===== src/rtl/core/exp_tnr_pkg.sv =====
package exp_tnr_pkg;

    localparam int MAX_TERMS_DEF = 24;
    localparam int X_W           = 32;
    localparam int R_W           = 64;
    localparam int TC_W          = 5;
    localparam int FRAC_IN       = 28;
    localparam int FRAC_OUT      = 52;
    localparam int PROD_W        = R_W + X_W;                // 96
    localparam int DIV_BITS      = 8;                        // quotient bits per cycle
    localparam int DIV_CYCLES    = 9;
    localparam int DIVD_W        = DIV_BITS * DIV_CYCLES;    // 72
    localparam int RECIP_BITS    = 2 * FRAC_OUT + 1;         // 105
    localparam int CNT_W         = 7;
    localparam int PC_W          = 4;

    localparam logic [TC_W-1:0] TERM_COUNT_RESET = TC_W'(24);
    localparam logic [R_W-1:0]  ONE_Q52          = R_W'(1) << FRAC_OUT;
    localparam logic [R_W-1:0]  STEP_LIMIT       = {R_W{1'b1}} - ONE_Q52;

    // datapath operations
    localparam logic [3:0] OP_NOP        = 4'd0;
    localparam logic [3:0] OP_LOAD       = 4'd1;
    localparam logic [3:0] OP_MUL_LO     = 4'd2;
    localparam logic [3:0] OP_MUL_HI     = 4'd3;
    localparam logic [3:0] OP_SUM        = 4'd4;
    localparam logic [3:0] OP_DIV        = 4'd5;
    localparam logic [3:0] OP_UPDATE     = 4'd6;
    localparam logic [3:0] OP_RECIP_INIT = 4'd7;
    localparam logic [3:0] OP_RECIP      = 4'd8;
    localparam logic [3:0] OP_WRITE      = 4'd9;

    // branch conditions
    localparam logic [2:0] C_NEVER       = 3'd0;
    localparam logic [2:0] C_ALWAYS      = 3'd1;
    localparam logic [2:0] C_NO_IN       = 3'd2;
    localparam logic [2:0] C_M_ZERO      = 3'd3;
    localparam logic [2:0] C_POS         = 3'd4;
    localparam logic [2:0] C_CNT_MORE    = 3'd5;
    localparam logic [2:0] C_OUT_BLOCKED = 3'd6;

    // program addresses
    localparam logic [PC_W-1:0] S_IDLE   = 4'd0;
    localparam logic [PC_W-1:0] S_TEST   = 4'd1;
    localparam logic [PC_W-1:0] S_MUL_LO = 4'd2;
    localparam logic [PC_W-1:0] S_MUL_HI = 4'd3;
    localparam logic [PC_W-1:0] S_SUM    = 4'd4;
    localparam logic [PC_W-1:0] S_DIV    = 4'd5;
    localparam logic [PC_W-1:0] S_UPDATE = 4'd6;
    localparam logic [PC_W-1:0] S_FINISH = 4'd7;
    localparam logic [PC_W-1:0] S_RECIP  = 4'd8;
    localparam logic [PC_W-1:0] S_OUTPUT = 4'd9;

    typedef struct packed {
        logic [3:0]      op;
        logic [2:0]      hold;
        logic [2:0]      jump;
        logic [PC_W-1:0] target;
    } ctrl_t;

    typedef struct packed {
        logic in_valid;
        logic out_blocked;
        logic m_zero;
        logic pos;
        logic cnt_more;
    } status_t;

    function automatic logic cond_true(logic [2:0] c, status_t s);
        logic res;
        unique case (c)
            C_NEVER:       res = 1'b0;
            C_ALWAYS:      res = 1'b1;
            C_NO_IN:       res = !s.in_valid;
            C_M_ZERO:      res = s.m_zero;
            C_POS:         res = s.pos;
            C_CNT_MORE:    res = s.cnt_more;
            C_OUT_BLOCKED: res = s.out_blocked;
            default:       res = 1'b0;
        endcase
        return res;
    endfunction

endpackage


===== src/rtl/core/exp_tnr_rom.sv =====
module exp_tnr_rom
    import exp_tnr_pkg::*;
(
    input  logic [PC_W-1:0] pc,
    output ctrl_t           ctrl
);

    always_comb
    begin
        unique case (pc)
            S_IDLE:   ctrl = '{op: OP_LOAD,       hold: C_NO_IN,       jump: C_NEVER,
                               target: S_IDLE};
            S_TEST:   ctrl = '{op: OP_NOP,        hold: C_NEVER,       jump: C_M_ZERO,
                               target: S_FINISH};
            S_MUL_LO: ctrl = '{op: OP_MUL_LO,     hold: C_NEVER,       jump: C_NEVER,
                               target: S_IDLE};
            S_MUL_HI: ctrl = '{op: OP_MUL_HI,     hold: C_NEVER,       jump: C_NEVER,
                               target: S_IDLE};
            S_SUM:    ctrl = '{op: OP_SUM,        hold: C_NEVER,       jump: C_NEVER,
                               target: S_IDLE};
            S_DIV:    ctrl = '{op: OP_DIV,        hold: C_CNT_MORE,    jump: C_NEVER,
                               target: S_IDLE};
            S_UPDATE: ctrl = '{op: OP_UPDATE,     hold: C_NEVER,       jump: C_ALWAYS,
                               target: S_TEST};
            S_FINISH: ctrl = '{op: OP_RECIP_INIT, hold: C_NEVER,       jump: C_POS,
                               target: S_OUTPUT};
            S_RECIP:  ctrl = '{op: OP_RECIP,      hold: C_CNT_MORE,    jump: C_NEVER,
                               target: S_IDLE};
            S_OUTPUT: ctrl = '{op: OP_WRITE,      hold: C_OUT_BLOCKED, jump: C_ALWAYS,
                               target: S_IDLE};
            default:  ctrl = '{op: OP_NOP,        hold: C_NEVER,       jump: C_ALWAYS,
                               target: S_IDLE};
        endcase
    end

endmodule


===== src/rtl/core/exp_tnr_seq.sv =====
module exp_tnr_seq
    import exp_tnr_pkg::*;
(
    input  logic    clk,
    input  logic    rst_n,
    input  status_t status,
    output ctrl_t   ctrl
);

    logic [PC_W-1:0] pc_reg;
    logic [PC_W-1:0] pc_next;

    exp_tnr_rom u_rom (
        .pc   (pc_reg),
        .ctrl (ctrl)
    );

    // hold keeps the step, otherwise branch or fall through
    always_comb
    begin
        priority if (cond_true(ctrl.hold, status))
            pc_next = pc_reg;
        else if (cond_true(ctrl.jump, status))
            pc_next = ctrl.target;
        else
            pc_next = pc_reg + PC_W'(1);
    end

    always_ff @(posedge clk or negedge rst_n)
    begin
        if (!rst_n)
            pc_reg <= S_IDLE;
        else
            pc_reg <= pc_next;
    end

endmodule


===== config.mk =====
export PLATFORM = sky130hd
export DESIGN_NAME = exp_tnr_seq
export DESIGN_NICKNAME = d
export VERILOG_FILES = /design/src/rtl/core/exp_tnr_pkg.sv /design/src/rtl/core/exp_tnr_rom.sv /design/src/rtl/core/exp_tnr_seq.sv
export SDC_FILE = /design/constraint.sdc
export NUM_CORES = 1
export LEC_CHECK = 0
export ABC_AREA = 1
export BUFFER_PORTS_ARGS = -buffer_cell sky130_fd_sc_hd__buf_4
export CAP_MARGIN = 20
export CORE_AREA = 5 5 42 44
export DETAILED_ROUTE_END_ITERATION = 10
export DIE_AREA = 0 0 47 49
export GPL_ROUTABILITY_DRIVEN = 0
export PLACE_DENSITY_LB_ADDON = 0.1
export SLEW_MARGIN = 20
export SYNTH_ARGS = -nofsm -noshare
export SYNTH_HDL_FRONTEND = slang
export SYNTH_SLANG_ARGS = --single-unit

===== constraint.sdc =====
create_clock -name clk -period 3.1 [get_ports clk]
set_input_delay 0.465 -clock clk [delete_from_list [all_inputs] [get_ports clk]]
set_output_delay 0.465 -clock clk [all_outputs]
set_load 0.01 [all_outputs]

==> flow_summary.json, run 1 <==
{
  "cap_violations": 0,
  "cp_max_fo": 7,
  "postCtsResizedCells": 0,
  "diodes": 0,
  "utilization_pct": 55.71,
  "end_kind": "output pin",
  "ys_warn_count": 0,
  "die_h_um": 49,
  "power_density_nw_per_um2": 1287,
  "grt_pass1_wl_um": 2518,
  "ant_nets": 0,
  "remaining_drc_errors": 0,
  "cts_buffer_depth": 2,
  "yosys_register_bits": 4,
  "nets": 119,
  "grt_pass1_vias": 590,
  "crit_required_ns": 2.63,
  "die_x_um": 47,
  "initialDrtViolationCount": 18,
  "avgSynthCellArea_um2": 7.231,
  "tightest_slew_ns": 0.4719,
  "h-tree-depth": 1,
  "rsz0062_at_grt": "no",
  "r2r_slack_ns": 1.29,
  "seq_area_frac_synth_pct": 16.10,
  "synth_cell_types": 25,
  "hold_viol_final": 0,
  "clock_sinks": 4,
  "largest_reg_flops": 4,
  "io_buffers": 20,
  "critPathArrivalTime_ns": 1.69,
  "start_util_pct": 44.37,
  "holdCritPathClass": "in2async",
  "timing.fmax_mhz": 464.2,
  "syn_area_um2": 621.8,
  "track_usage_pct": 14.46,
  "status": "complete, no violations",
  "fin_setup_tns_ns": 0,
  "postCtsSetupBuffers": 0,
  "r2r-start": "pc_reg[1]",
  "post-route-period-util_pct": 69.50,
  "grt_overflow": 0,
  "netlist_instances": 86,
  "clock_latency_ns": 0.24,
  "clockRootBuffer": "clkbuf_4",
  "cts_tree": "done",
  "cts_inserted_buffers": 3,
  "antenna_found_initial": 0,
  "area_delta_synth_final_pct": 25.55,
  "dr.pass1.iters": 4,
  "drive_gt1_share_pct": 42.86,
  "p_leak_uw": 0.0004297,
  "finalCriticalPeriod_ns": 2.154,
  "clkTransAtPathRegs_ns": 0.04,
  "worst_clock_skew_ns": 0.002642,
  "vdd_drop_max_uv": 556.8,
  "grt_max_degree": 11,
  "wirelength_um": 1506,
  "io_pins": 21,
  "vias_per_cell": 5.215,
  "report.final.setup_viol": 0,
  "holdBufCountCts": 0,
  "synth_nets": 98,
  "ff2ff_path_depth": 10,
  "max_slew_margin_pct": 68.54,
  "path_class": "reg2out",
  "slew_violations": 0,
  "via_count": 631,
  "r2r_end": "pc_reg[0]",
  "row_count": 14,
  "worstSetupStartpointType": "flip-flop",
  "dieArea_um2": 2303,
  "wl_per_cell_um": 12.45,
  "dp_hpwl_um": 1271,
  "core_area_um2": 1401,
  "hold_ws_ns": 0.01679
}
power breakdown:
part           leakage, µW  internal [µW]  total [µW]  switching, µW
Clock            0.0000138           43.3        64.8           21.5
Combinational     0.000365            331         791            460
Sequential       0.0000509           82.0         149           67.5
Total             0.000430            456        1000            549
stage by stage:
step / setup WS [ns] / total power, µW / instances / area [µm²]
after CTS: 0.9272 / 1019 / 121 / 780.7
final: 0.9456 / 1005 / 121 / 780.7
after global routing: 0.7754 / 1121 / 121 / 780.7
after floorplan: 1.231 / 716.1 / 86 / 621.8
after detailed placement: 1.197 / 948.5 / 118 / 758.2
after global placement: 1.216 / 941.3 / 118 / 758.2
layout make-up:
type                            count  area, µm²
Sequential cell                     4      100.1
Fill cell                         164      620.6
Inverter                           12      46.29
Clock buffer                        3      22.52
Multi-Input combinational cell     66      441.7
Tap cell                           16      20.02
Timing Repair Buffer               20      150.1
routing by layer:
layer  vias to the layer above  share of wire, %  track usage [%]
li1                        324                 -                -
met1                       282                41            18.98
met2                        25                49            23.08
met3                         0               9.6            3.321
met4                         0                 0            3.687
met5                         -                 0                0
kinds of logic (layout without fill, tap and decap cells):
family / after synthesis / in the layout / synth area share [%]
buffers and inverters: 16 / 35 / 12.88
AO/OA/AOI/OAI: 8 / 8 / 11.67
XOR/XNOR: 1 / 1 / 1.409
flip-flops: 4 / 4 / 16.10
adder cells (fa/ha/maj): 5 / 5 / 10.06
AND/OR/NAND/NOR: 52 / 52 / 47.89
worst max-delay path, cell delays in order, from the launching register on:
cell and delay [ns]:
dfrtp_1 0.50, inv_1 0.14, ha_1 0.31, o311ai_0 0.33
buf_4 0.18
Yosys cell counts (all sizes together):
master	instances	area, µm²
nand2	29	141.4
inv	10	37.54
nand4	9	56.30
nand3	8	67.57
nor2	6	32.53
ha	5	62.56
buf	4	33.78
dfrtp	4	100.1
o21ai	4	42.55
a21oi	2	13.76
clkinv	2	8.750
o311ai	1	8.760
o31ai	1	7.510
xor2	1	8.760
cell usage in the layout, fill, tap and decap left out, drive strengths merged:
cell type,netlist,routed
dfrtp,4,4
ha,5,5
inv,10,10
o31ai,1,1
nand2,29,29
nand4,9,9
a21oi,2,2
clkinv,2,2
xor2,1,1
clkbuf,0,3
nand3,8,8
buf,4,20
o21ai,4,4
nor2,6,6
o311ai,1,1
worst max-delay path by stage:
stage / start / end / slack, ns / cells after the start
6_report: pc_reg[1] / ctrl[10] / 0.95 / 4
3_5_place_dp: pc_reg[1] / ctrl[10] / 1.20 / 4
4_1_cts: pc_reg[1] / ctrl[10] / 0.93 / 4
2_1_floorplan: pc_reg[1] / ctrl[10] / 1.23 / 3
3_3_place_gp: pc_reg[1] / ctrl[10] / 1.22 / 4
5_1_grt: pc_reg[1] / ctrl[10] / 0.78 / 4
Note: power is estimated with default switching activity, not from simulation.
==> run 2, diff against run 1 <==
- clock period: 3.1 -> 2.2 ns (I/O delays scaled with it)
==> flow_summary.json, run 2 (synthesized netlist as in run 1, its figures left out) <==
{
  "fin_setup_tns_ns": 0,
  "ff2ff_path_depth": 11,
  "crit_path_top_delay_cell": "dfrtp_1",
  "remaining_drc_errors": 0,
  "r2r-start": "pc_reg[1]",
  "n_fill_cell": 143,
  "max_slew_margin_pct": 69.44,
  "rsz0062_at_grt": "no",
  "r2r_end": "pc_reg[0]",
  "clock_latency_ns": 0.23,
  "status": "complete, no violations",
  "wl_per_cell_um": 11.88,
  "postCtsSetupBuffers": 0,
  "cp_max_fo": 7,
  "report.final.setup_viol": 0,
  "grt_max_degree": 11,
  "cts_inserted_buffers": 3,
  "cts_buffer_depth": 2,
  "grt_overflow": 0,
  "tightest_slew_ns": 0.4584,
  "drive_gt1_share_pct": 42.45,
  "pwr-share-seq_pct": 15.0,
  "track_usage_pct": 13.98,
  "path_class": "reg2out",
  "clock_sinks": 4,
  "clockRootBuffer": "clkbuf_4",
  "row_count": 14,
  "worst_clock_skew_ns": 0.001021,
  "p_clk_share_pct": 6.4,
  "slowest_delay_ns": 0.49,
  "via_count": 637,
  "most-common-layout-cells": "nand2_1 (22), buf_4 (20), nand4_1 (9)",
  "antenna_found_initial": 0,
  "cap_violations": 0,
  "wirelength_um": 1449,
  "nets": 120,
  "combPwrFrac_pct": 78.6,
  "diodes": 0,
  "die_h_um": 49,
  "final_common_cell": "nand2_1",
  "critPathArrivalTime_ns": 1.67,
  "initialDrtViolationCount": 5,
  "grt_pass1_vias": 594,
  "crit_required_ns": 1.87,
  "vias_per_cell": 5.221,
  "io_buffers": 20,
  "hold_ws_ns": 0.4315,
  "ant_nets": 0,
  "crit_chain": "inv_1, ha_1, o311ai_0, buf_4",
  "p_leak_uw": 0.0004339,
  "start_util_pct": 44.37,
  "p_int_uw": 642.5,
  "cts_tree": "done",
  "end_kind": "output pin",
  "power_density_nw_per_um2": 1777,
  "core_area_um2": 1401,
  "largest_reg_flops": 4,
  "clkTransAtPathRegs_ns": 0.04,
  "post-route-period-util_pct": 90.78,
  "dieArea_um2": 2303,
  "dr.pass1.iters": 3,
  "switching_share_pct": 54.27,
  "worstSetupStartpointType": "flip-flop",
  "io_pins": 21,
  "power_uw": 1405,
  "area_delta_synth_final_pct": 27.16,
  "holdCritPathClass": "in2async",
  "hold_viol_final": 0,
  "dp_hpwl_um": 1212,
  "finalCriticalPeriod_ns": 1.997,
  "r2r_slack_ns": 0.41,
  "die_x_um": 47,
  "timing.fmax_mhz": 500.7,
  "p_switching_uw": 762.5,
  "grt_pass1_wl_um": 2428,
  "vdd_drop_max_uv": 735.6,
  "h-tree-depth": 1,
  "slew_violations": 0
}
run 2: changes by cell type in the layout (fill, tap and decap cells not counted):
cell           delta
dlygate4sd3_1     +1
run 2: critical path, delay by kind of cell (launching register included):
family | cells | cell delay, ns
flops | 1 | 0.49
buf+inv | 2 | 0.32
compound gates | 1 | 0.32
fa+ha+maj | 1 | 0.31
run 2: through the flow:
stage | cells | util [%] | setup slack (ns) | instance area, µm²
6_report | 122 | 56.43 | 0.2028 | 790.8
5_1_grt | 122 | 56.43 | 0.01156 | 790.8
4_1_cts | 122 | 56.43 | 0.1704 | 790.8
3_5_place_dp | 118 | 54.11 | 0.4207 | 758.2
3_3_place_gp | 118 | 54.11 | 0.4269 | 758.2
2_1_floorplan | 86 | - | 0.4663 | 621.8
run 2: power groups by stage:
stage	clock (µW)	combinational [µW]	sequential, µW
6_report	89.9	1100	210
5_1_grt	106	1250	218
4_1_cts	95.5	1120	209
3_5_place_dp	0	1120	209
3_3_place_gp	0	1110	211
2_1_floorplan	0	849	160
run 2: worst max-delay path by stage:
stage,from,endpoint,slack (ns),cells after the start
6_report,pc_reg[1],ctrl[10],0.20,4
5_1_grt,pc_reg[1],ctrl[10],0.01,4
4_1_cts,pc_reg[1],ctrl[10],0.17,4
3_5_place_dp,pc_reg[1],pc_reg[0],0.42,10
3_3_place_gp,pc_reg[1],pc_reg[0],0.43,10
2_1_floorplan,pc_reg[1],ctrl[10],0.47,3
run 2: cell type report:
cell class	instances	area (µm²)	area share [%]
clock buffers	3	22.52	2.848
inverters	12	46.29	5.854
multi-input cells	66	441.7	55.85
flip-flops and latches	4	100.1	12.66
well taps	16	20.02	2.532
repair buffers	21	160.2	20.25
run 2: layer usage:
layer | track usage (%) | share of wire [%] | vias to the layer above
met2 | 20.59 | 46 | 21
met5 | 0 | 0 | -
met1 | 19.73 | 46 | 285
met4 | 4.147 | 0.83 | 0
met3 | 3.321 | 6.8 | 2
li1 | - | - | 329
run 2: repair_timing:
action | 4_1_cts | 5_1_grt
resized for setup | 0 | 0
hold buffers | 1 | 0
hold endpoints to repair | 4 | 0
setup endpoints to repair | 0 | 0
